==> src/hw/rtl/pip_pkg.sv <==
// ----------------------------------------------------------------------------
// pip_pkg
// Shared types and constants of the point-in-polygon block.
// ----------------------------------------------------------------------------
package pip_pkg;

	localparam int DEF_MAX_VERTICES = 64;
	localparam int DEF_COORD_BITS   = 16;

	// fixed field widths of the channels
	localparam int IN_COORD_W = 16;
	localparam int INDEX_W    = 6;
	localparam int COUNT_W    = 7;

	// front-to-back queue
	localparam int QUEUE_DEPTH = 2;

	// request function codes
	localparam logic FUNC_LOAD  = 1'b0;
	localparam logic FUNC_QUERY = 1'b1;

	typedef struct packed {
		logic                  query;
		logic [INDEX_W-1:0]    index;
		logic [IN_COORD_W-1:0] x;
		logic [IN_COORD_W-1:0] y;
	} pip_cmd_t;

endpackage

==> src/hw/rtl/pip_if.sv <==


interface pip_out_if;
	logic valid;
	logic ready;
	logic inside_res;

	modport source (output valid, inside_res, input ready);
	modport sink (input valid, inside_res, output ready);
endinterface

interface pip_cfg_if;
	import pip_pkg::*;

	logic               valid;
	logic               ready;
	logic [COUNT_W-1:0] vertex_count;

	modport source (output valid, vertex_count, input ready);
	modport sink (input valid, vertex_count, output ready);
endinterface

==> src/hw/rtl/pip_ram.sv <==
// ----------------------------------------------------------------------------
// pip_ram
// Generic single-write, single-read RAM with registered read data.
// ----------------------------------------------------------------------------
module pip_ram #(
	parameter int WIDTH = 32,
	parameter int DEPTH = 64
) (
	input  logic                     clk,
	input  logic                     we,
	input  logic [$clog2(DEPTH)-1:0] waddr,
	input  logic [WIDTH-1:0]         wdata,
	input  logic                     re,
	input  logic [$clog2(DEPTH)-1:0] raddr,
	output logic [WIDTH-1:0]         rdata
);
	logic [WIDTH-1:0] mem_q [DEPTH];

	always_ff @(posedge clk) begin
		if (we) begin
			mem_q[waddr] <= wdata;
		end
		if (re) begin
			rdata <= mem_q[raddr];
		end
	end

endmodule

==> src/hw/rtl/pip_back.sv <==
// ----------------------------------------------------------------------------
// pip_back
// Vertex table, edge-walk sequencer, crossing pipeline and result register.
// ----------------------------------------------------------------------------
module pip_back #(
	parameter int MAX_VERTICES = pip_pkg::DEF_MAX_VERTICES,
	parameter int COORD_BITS   = pip_pkg::DEF_COORD_BITS
) (
	input  logic              clk,
	input  logic              arst_n,
	input  pip_pkg::pip_cmd_t q_cmd,
	input  logic              q_valid,
	output logic              q_pop,
	pip_cfg_if.sink           cfg,
	pip_out_if.source         result
);
	import pip_pkg::*;

	localparam int CW    = (COORD_BITS < IN_COORD_W) ? COORD_BITS : IN_COORD_W;
	localparam int DW    = CW + 1;
	localparam int PW    = 2 * CW + 2;
	localparam int AW    = $clog2(MAX_VERTICES);
	localparam int CNT_W = $clog2(MAX_VERTICES + 1);

	localparam logic [1:0] ST_IDLE  = 2'd0;
	localparam logic [1:0] ST_WALK  = 2'd1;
	localparam logic [1:0] ST_DRAIN = 2'd2;
	localparam logic [1:0] ST_DONE  = 2'd3;

	logic [1:0]          state_q;
	logic [COUNT_W-1:0]  vcount_q;
	logic [CNT_W-1:0]    n_eff;
	logic [AW-1:0]       start_nm1;
	logic [AW-1:0]       nm1_q;
	logic [AW-1:0]       cnt_q;
	logic signed [CW-1:0] px_q;
	logic signed [CW-1:0] py_q;
	logic                odd_q;
	logic                res_valid_q;
	logic                res_q;
	logic                out_free;

	logic                issue_first;
	logic                issue_walk;
	logic                issue_last;
	logic                ram_we;
	logic                ram_re;
	logic [AW-1:0]       ram_raddr;
	logic [2*CW-1:0]     ram_rdata;

	logic                v_s1, first_s1, last_s1;
	logic signed [CW-1:0] prev_x_q, prev_y_q;
	logic signed [CW-1:0] cur_x, cur_y;

	logic                v_s2, last_s2, strad_s2, dneg_s2;
	logic signed [DW-1:0] a_s2, b_s2, c_s2, d_s2;

	logic                v_s3, last_s3, strad_s3, dneg_s3;
	logic signed [PW-1:0] p1_s3, p2_s3;
	logic                toggle;

	// effective vertex count, clipped to the table size
	always_comb begin
		if (int'(vcount_q) > MAX_VERTICES) begin
			n_eff = CNT_W'(MAX_VERTICES);
		end else begin
			n_eff = CNT_W'(vcount_q);
		end
	end
	assign start_nm1 = AW'(n_eff - CNT_W'(1));

	assign out_free    = !res_valid_q || result.ready;
	assign q_pop       = (state_q == ST_IDLE) && q_valid;
	assign issue_first = q_pop && q_cmd.query && (n_eff != '0);
	assign issue_walk  = (state_q == ST_WALK);
	assign issue_last  = issue_walk && (cnt_q == nm1_q);

	assign ram_we    = q_pop && !q_cmd.query;
	assign ram_re    = issue_first || issue_walk;
	assign ram_raddr = issue_walk ? cnt_q : start_nm1;

	pip_ram #(
		.WIDTH (2 * CW),
		.DEPTH (MAX_VERTICES)
	) u_table (
		.clk   (clk),
		.we    (ram_we),
		.waddr (AW'(q_cmd.index)),
		.wdata ({q_cmd.x[CW-1:0], q_cmd.y[CW-1:0]}),
		.re    (ram_re),
		.raddr (ram_raddr),
		.rdata (ram_rdata)
	);

	assign cur_x = ram_rdata[2*CW-1:CW];
	assign cur_y = ram_rdata[CW-1:0];

	// crossing lies left of the point: sign of d decides the compare direction
	assign toggle = strad_s3 && (dneg_s3 ? (p1_s3 > p2_s3) : (p1_s3 < p2_s3));

	assign cfg.ready         = 1'b1;
	assign result.valid      = res_valid_q;
	assign result.inside_res = res_q;

	// datapath payload
	always_ff @(posedge clk) begin
		if (q_pop && q_cmd.query) begin
			px_q  <= q_cmd.x[CW-1:0];
			py_q  <= q_cmd.y[CW-1:0];
			nm1_q <= start_nm1;
		end
		if (v_s1) begin
			prev_x_q <= cur_x;
			prev_y_q <= cur_y;
		end
		// prev holds vertex j, the RAM output vertex i
		strad_s2 <= (cur_y < py_q) != (prev_y_q < py_q);
		dneg_s2  <= prev_y_q < cur_y;
		a_s2     <= {py_q[CW-1], py_q} - {cur_y[CW-1], cur_y};
		b_s2     <= {prev_x_q[CW-1], prev_x_q} - {cur_x[CW-1], cur_x};
		c_s2     <= {px_q[CW-1], px_q} - {cur_x[CW-1], cur_x};
		d_s2     <= {prev_y_q[CW-1], prev_y_q} - {cur_y[CW-1], cur_y};
		strad_s3 <= strad_s2;
		dneg_s3  <= dneg_s2;
		p1_s3    <= PW'(a_s2) * PW'(b_s2);
		p2_s3    <= PW'(c_s2) * PW'(d_s2);
		if (state_q == ST_DONE && out_free) begin
			res_q <= odd_q;
		end
	end

	// control
	always_ff @(posedge clk or negedge arst_n) begin
		if (!arst_n) begin
			state_q     <= ST_IDLE;
			vcount_q    <= '0;
			cnt_q       <= '0;
			odd_q       <= 1'b0;
			res_valid_q <= 1'b0;
			v_s1        <= 1'b0;
			first_s1    <= 1'b0;
			last_s1     <= 1'b0;
			v_s2        <= 1'b0;
			last_s2     <= 1'b0;
			v_s3        <= 1'b0;
			last_s3     <= 1'b0;
		end else begin
			if (cfg.valid) begin
				vcount_q <= cfg.vertex_count;
			end

			v_s1     <= ram_re;
			first_s1 <= issue_first;
			last_s1  <= issue_last;
			v_s2     <= v_s1 && !first_s1;
			last_s2  <= last_s1;
			v_s3     <= v_s2;
			last_s3  <= last_s2;

			if (v_s3 && toggle) begin
				odd_q <= !odd_q;
			end

			// in ST_DONE a taken result is replaced by the next one below
			if (result.valid && result.ready && (state_q != ST_DONE)) begin
				res_valid_q <= 1'b0;
			end

			unique case (state_q)
				ST_IDLE: begin
					if (q_pop && q_cmd.query) begin
						odd_q <= 1'b0;
						cnt_q <= '0;
						state_q <= (n_eff == '0) ? ST_DONE : ST_WALK;
					end
				end
				ST_WALK: begin
					cnt_q <= cnt_q + AW'(1);
					if (issue_last) begin
						state_q <= ST_DRAIN;
					end
				end
				ST_DRAIN: begin
					if (v_s3 && last_s3) begin
						state_q <= ST_DONE;
					end
				end
				ST_DONE: begin
					if (out_free) begin
						res_valid_q <= 1'b1;
						state_q     <= ST_IDLE;
					end
				end
				default: begin
					state_q <= ST_IDLE;
				end
			endcase
		end
	end

endmodule
==> src/flat_wrapper.sv <==
// flat-port wrapper written by rule: the top's interface ports become plain ports
module pip_back_flat import pip_pkg::*;
#(
	parameter int MAX_VERTICES = pip_pkg::DEF_MAX_VERTICES,
	parameter int COORD_BITS   = pip_pkg::DEF_COORD_BITS
)
  (clk, arst_n, q_cmd, q_valid, q_pop, cfg_valid, cfg_vertex_count, cfg_ready, result_valid, result_inside_res, result_ready);
  pip_cfg_if cfg_i ();
  pip_out_if result_i ();
  input  logic clk;
  input  logic arst_n;
  input  pip_pkg::pip_cmd_t q_cmd;
  input  logic q_valid;
  output logic q_pop;
  input wire logic [$bits(cfg_i.valid)-1:0] cfg_valid;
  input wire logic [$bits(cfg_i.vertex_count)-1:0] cfg_vertex_count;
  output wire logic [$bits(cfg_i.ready)-1:0] cfg_ready;
  output wire logic [$bits(result_i.valid)-1:0] result_valid;
  output wire logic [$bits(result_i.inside_res)-1:0] result_inside_res;
  input wire logic [$bits(result_i.ready)-1:0] result_ready;
  assign cfg_i.valid = cfg_valid;
  assign cfg_i.vertex_count = cfg_vertex_count;
  assign cfg_ready = cfg_i.ready;
  assign result_valid = result_i.valid;
  assign result_inside_res = result_i.inside_res;
  assign result_i.ready = result_ready;
  pip_back #(.MAX_VERTICES(MAX_VERTICES), .COORD_BITS(COORD_BITS)) u_core (.clk(clk), .arst_n(arst_n), .q_cmd(q_cmd), .q_valid(q_valid), .q_pop(q_pop), .cfg(cfg_i), .result(result_i));
endmodule
==> config.mk <==
export PLATFORM = sky130hd
export DESIGN_NAME = pip_back_flat
export DESIGN_NICKNAME = d
export VERILOG_FILES = /design/src/hw/rtl/pip_pkg.sv /design/src/hw/rtl/pip_if.sv /design/src/hw/rtl/pip_ram.sv /design/src/hw/rtl/pip_back.sv /design/src/flat_wrapper.sv
export SDC_FILE = /design/constraint.sdc
export NUM_CORES = 2
export LEC_CHECK = 0
export ABC_AREA = 1
export BUFFER_PORTS_ARGS = -buffer_cell sky130_fd_sc_hd__buf_2
export CAP_MARGIN = 20
export CORE_MARGIN = 2
export CORE_UTILIZATION = 45
export DETAILED_ROUTE_END_ITERATION = 10
export HOLD_SLACK_MARGIN = 0.12
export SYNTH_ARGS = -nofsm -noshare
export SYNTH_HDL_FRONTEND = slang
export SYNTH_SLANG_ARGS = --single-unit
==> constraint.sdc <==
create_clock -name clk -period 7.95 [get_ports clk]
set_input_delay 0.795 -clock clk [delete_from_list [all_inputs] [get_ports clk]]
set_output_delay 0.795 -clock clk [all_outputs]
set_load 0.05 [all_outputs]
# After elaboration in Yosys (flattened, before gate mapping)
# Memory sizes are Yosys's and may differ from the RTL's. A register that Yosys moved wholly into a read port is not among the register bits.
# Index checks and enable logic that the tools add are counted.
# classes
n_eq_ne,10
n_lt_le_gt_ge,6
n_reduce_logical,24
muxes,19
n_mul,2
n_addsub,6
# op_table
op,count
17-bit by 17-bit multiplier with 34-bit output,2
16-bit by 16-bit subtractor with 17-bit output,4
16-bit < comparator,3
34-bit greater-than comparator,1
34-bit < comparator,1
1-bit logical AND,12
6-bit 2-to-1 mux,2
6-bit case mux with 2 select lines,1
2-bit 2-to-1 mux,5
1-bit 2-to-1 mux,9
2-bit case mux with 4 select lines,1
"7-bit greater-than comparator, second input constant",1
7-bit zero test,1
7-bit 2-to-1 mux,1
7-bit nonzero test,1
"6-bit by 1-bit adder with 6-bit output, second input constant",1
6-bit == test,1
"2-bit != test, second input constant",3
"6-bit by 1-bit subtractor with 6-bit output, second input constant",1
"2-bit == test, second input constant",2
1-bit zero test,4
"2-bit by 1-bit != test with 1-bit output, second input constant",2
4-bit AND reduction,1
"2-bit by 1-bit == test with 1-bit output, second input constant",1
5 further kinds,6
# totals
ram_bits,2048
mem_count,1
register_bits,235
out_inout_bits,4
input_bits,51
word_cells,96
# mem_list
name,words,word_bits,rd,rd_clocked_by_memory_dff,write_ports,line,source
u_core.u_table.mem_q,64,32,1,1,1,pip_ram.sv:17,logic [WIDTH-1:0] mem_q [DEPTH];

# Longest topological paths before layout
# logic_depth
depth_word,7
depth_mapped,30
mapped_depth_nobuf,28

# By module
# From an unflattened synthesis, not the netlist that was laid out.
# hier_totals
cells_unflattened,10653
hier_area_um2,116193.9
# modules_own_cells
mod,seq_area_each_um2,cells_each,instances,area_per_inst_um2
pip_ram,62459.9,6769,1,83058.4
pip_back,5535.3,3884,1,33135.5

# Worst setup path after synthesis
# Ideal clock, no wire load.
# synth_timing
path_type,reg-to-reg
from,reg u_core.a_s2[16]
to,reg u_core.p1_s3[31]
required_ns,7.828
path_slack_ns,2.244
arrival_time_ns,5.584
stages_incl_launch_ff,21
n_path_buf,2
setup_ns,0.122
synth_period_minus_slack_ns,5.706
path_cell_list,dfxtp_1 -> clkbuf_1 -> clkbuf_1 -> nand2_1 -> inv_1 -> fa_1 -> fa_1 -> fa_1 -> fa_1 -> fa_1 -> inv_1 -> fa_1 -> inv_1 -> ha_1 -> a21o_1 -> nand3_1 -> nand2_1 -> a211o_1 -> a31oi_1 -> nand2_1 -> xor2_1
# synth_via
elab_chain_len,1
# synth_lines
element,line,source
start: declaration,pip_back.sv:56,"logic signed [DW-1:0] a_s2, b_s2, c_s2, d_s2;"
start signal: assignment,pip_back.sv:119,"a_s2 <= {py_q[CW-1], py_q} - {cur_y[CW-1], cur_y};"
17-bit by 17-bit multiplier with 34-bit output,pip_back.sv:125,p1_s3 <= PW'(a_s2) * PW'(b_s2);
end signal: assignment,pip_back.sv:125,
end: declaration,pip_back.sv:59,"logic signed [PW-1:0] p1_s3, p2_s3;"
# Every way passes these cells.
# A chain may end at the register's enable or synchronous reset.

# Final worst setup path
# layout_timing
from,reg u_core.b_s2[2]
to,reg u_core.p1_s3[29]
# layout_via
elab_chain_len,1
# layout_lines
element,line,source
start: declaration,pip_back.sv:56,
start signal: assignment,pip_back.sv:120,"b_s2 <= {prev_x_q[CW-1], prev_x_q} - {cur_x[CW-1], cur_x};"
17-bit by 17-bit multiplier with 34-bit output,pip_back.sv:125,
# Every way passes these cells.

==> results by group <==
Status
  – Status: finished clean

Floorplan
  – Die H: approximately 520 um
  – Chip width: roughly 520 um
  – Core area: about 270000 sq um
  – Ports: 55
  – Initial Util: 0.452
  – Die Footprint: 274000 sq um
  – Site Rows: 190

Synthesis
  – Asr flop ratio synth: 0.0104
  – Synth Instances: 11800
  – Flops & latches, synth: ~2300
  – Yosys warns: 0
  – Synth unique cells: 47
  – Mapped Area: 121000 sq um
  – Syn Area/Cell: between 10 and 15 sq um
  – Sequential fraction of the synthesis area: 0.561
  – Synth Net Count: between 10000 and 15000
  – Number of synthesized flops with an enable pin: about 2200
  – Commonest register cell after synthesis: edfxtp_1

STA
  – Clk_skew: 95.7 ps
  – Min Tclk post-route: ~6300 ps
  – Setup TNS: 0 ps
  – Slew Viols, Final: 0
  – RSZ-0062 raised after global routing: false
  – Worst slew margin: 0.258
  – Slew @ Worst Pin: 1110 ps
  – Post-route setup slack: 1690 ps
  – Fin. Hold Viols: 0
  – Max frequency: roughly 160 MHz
  – Final setup violating endpoints: 0
  – Crit share post-route: 0.787

GRT
  – Number of global-route vias before repair: just over 80000
  – Total Routing Usage GR: 0.261
  – Antenna violations before repair: 23
  – Total gr overflow: 0
  – Pin count of the biggest net entering global routing: roughly 190
  – First-pass GRT wire length: between 500 and 600 mm

Place
  – Worst slack, placed: 1680 ps
  – GP Congestion: between 0.9 and 1
  – Port Buf Inserts: 53
  – Hpwl dp: roughly 210 mm

Final layout
  – FILL cells: 23800
  – NumNets Final: around 13000
  – Fin util: 0.497
  – Area Overhead vs Synth: 9.93%
  – Layout cells sized above 1: 0.0589

Clocking
  – Clock buffer depth: 4
  – H-tree depth: 4
  – CTS Hold Bufs: 1
  – Clock Pin Slew Worst Setup and Hold Paths: 80 ps
  – Sink Count: roughly 2300
  – CTS tree: done
  – Worst skew pair latency: about 950 ps
  – Num CTS Buffers: 247
  – Number of setup buffers added after CTS: 0
  – Post_cts resized: 0
  – Root Driver: clkbuf_16

Job
  – Max Cap Viol: 0

Critical path
  – CP Launch Type: register
  – Max incr delay on CP: 920 ps
  – CP Data Required Time: 8780 ps
  – WP data arrival: around 7100 ps
  – Slowest stage cell, crit path: fa_1
  – Max FO, Critical Path: 17
  – Most frequent CP cell: fa_1
  – Kind of critical path: register to register
  – Critical Path Sink Type: register
  – CP Cell Sequence: nand2_1 -> inv_1 -> fa_1 -> fa_1 -> fa_1 -> fa_1 -> fa_1 -> inv_1 -> fa_1 -> inv_1 -> ha_1 -> nand2_1 -> nor2_1 -> inv_1 -> nor2_1 -> nand3_1 -> nand3_1 -> nand3_1 -> nand2_1 -> xor2_1

Routing
  – Routed Antenna Nets: 0
  – Initial DRT Pass Iterations: 6
  – Via/cell ratio: around 5.5
  – Routed wire per std cell: approximately 24 um
  – DRT Wirelength: 362 mm
  – Vias post-DR: around 85000
  – Initial DRC count: slightly below 10000
  – Residual DRC: 0

Min path
  – Hold Path Class: input pin to register
placed cells by master, fill, tap and decap left out, types with 53 or more instances in the layout:
master,count
nor2_4,64
nand3b_1,261
ha_1,293
xor2_1,87
nand3_1,2121
clkinv_2,55
fa_1,596
edfxtp_1,2151
inv_1,1512
buf_2,53
a21oi_1,139
buf_4,161
o21ai_0,65
nand2_1,3341
clkbuf_16,252
clkinv_1,53
nor2_1,119
dfxtp_1,140
routing by layer:
metal | track usage | share of wire | vias up
met5 | 0 | 0.00011 | -
met4 | 0.110 | 0.044 | 6
met3 | 0.0435 | 0.087 | 665
met2 | 0.416 | 0.46 | 3743
met1 | 0.356 | 0.41 | 41800
li1 | - | - | 38400
state kept, by name, summed over array words and instances, names as in the netlist, 17 cells and up:
signal                count
u_core.p2_s3             34
u_core.a_s2              17
u_core.b_s2              17
u_core.d_s2              17
u_core.c_s2              17
u_core.u_table.mem_q   2048
u_core.p1_s3             34
u_core.u_table.rdata     32
metrics by stage:
stage	instances	hold WS, ps	cell area [sq um]
3_5_place_dp	14900	315	125000
6_report	15400	194	133000
2_1_floorplan	11800	310	121000
3_3_place_gp	14900	314	125000
4_1_cts	15400	138	133000
5_1_grt	15400	160	133000
worst max-delay path: cells and delay by family (launching register included):
| family | cells | cell delay, ps |
|---|---|---|
| xor+xnor | 1 | 160 |
| fa+ha+maj | 7 | 3860 |
| buf+inv | 4 | 350 |
| flops | 1 | 770 |
| simple gates | 8 | 1030 |
Yosys cell counts, types with 2 or more instances:
library cell,instances,share of area
o2111ai_1,5,0.00036
nand2_2,3,0.00015
or2_2,12,0.00062
nor3b_1,2,0.00012
xor2_1,87,0.0063
nand4_1,24,0.0012
dfxtp_1,140,0.023
o21ai_1,4,0.00017
clkbuf_1,361,0.011
o21a_1,3,0.00019
nand3_1,2121,0.088
buf_2,270,0.011
nor3_1,17,0.00070
o211ai_1,4,0.00025
a221oi_1,3,0.00022
nor4_1,5,0.00026
dfrtp_1,24,0.0050
a21oi_1,139,0.0057
a21o_1,22,0.0014
inv_2,3,0.000093
o31ai_1,5,0.00031
buf_4,13,0.00080
o21bai_1,9,0.00056
nand3b_1,261,0.016
inv_1,1512,0.047
nor2_1,184,0.0057
xnor2_1,45,0.0032
edfxtp_1,2151,0.53
a21boi_0,4,0.00025
nand2_1,3342,0.10
a211oi_1,2,0.00012
o21ai_2,2,0.00014
buf_1,49,0.0015
mux2_2,5,0.00046
fa_1,596,0.098
o21ai_0,67,0.0028
ha_1,293,0.030
a31oi_1,9,0.00046
cells by family (layout without fill, tap and decap cells):
family | count (synthesis) | after routing | share of synthesized area
AO/OA/AOI/OAI | 282 | 282 | 0.0132
XOR/XNOR | 132 | 132 | 0.00953
adder cells (fa/ha/maj) | 889 | 889 | 0.129
buffers and inverters | 2208 | 2210 | 0.0715
flip-flops | 2315 | 2315 | 0.561
multiplexers | 5 | 5 | 0.000464
other | 1 | 14 | 0.0000309
AND/OR/NAND/NOR | 5975 | 5975 | 0.216
final cells by class:
| type | instances | area (sq um) | area share |
|---|---|---|---|
| Multi-Input combinational cell | 7284 | 45200 | 0.339 |
| Inverter | 1515 | 5690 | 0.0427 |
| Timing Repair Buffer | 239 | 1960 | 0.0147 |
| Sequential cell | 2315 | 68000 | 0.510 |
| Antenna cell | 13 | 32.5 | 0.000244 |
| Clock inverter | 148 | 1380 | 0.0104 |
| Clock buffer | 308 | 6620 | 0.0496 |
| Tap cell | 3552 | 4440 | 0.0333 |
final timing paths:
kind	start	to	slack, ps	cells past startpoint
min in group asynchronous	arst_n	u_core.result.valid	510	2
min	cfg_vertex_count[5]	u_core.vcount_q[5]	190	2
max reg2reg	u_core.b_s2[2]	u_core.p1_s3[29]	1690	20
max	u_core.b_s2[2]	u_core.p1_s3[29]	1690	20
max in group asynchronous	arst_n	u_core.v_s1	6970	2
min reg2reg	u_core.dneg_s2	u_core.dneg_s3	330	0
Power is left out: the tool's default activity adds up to more than one toggle a clock period on the data nets, which glitch-free logic cannot reach.
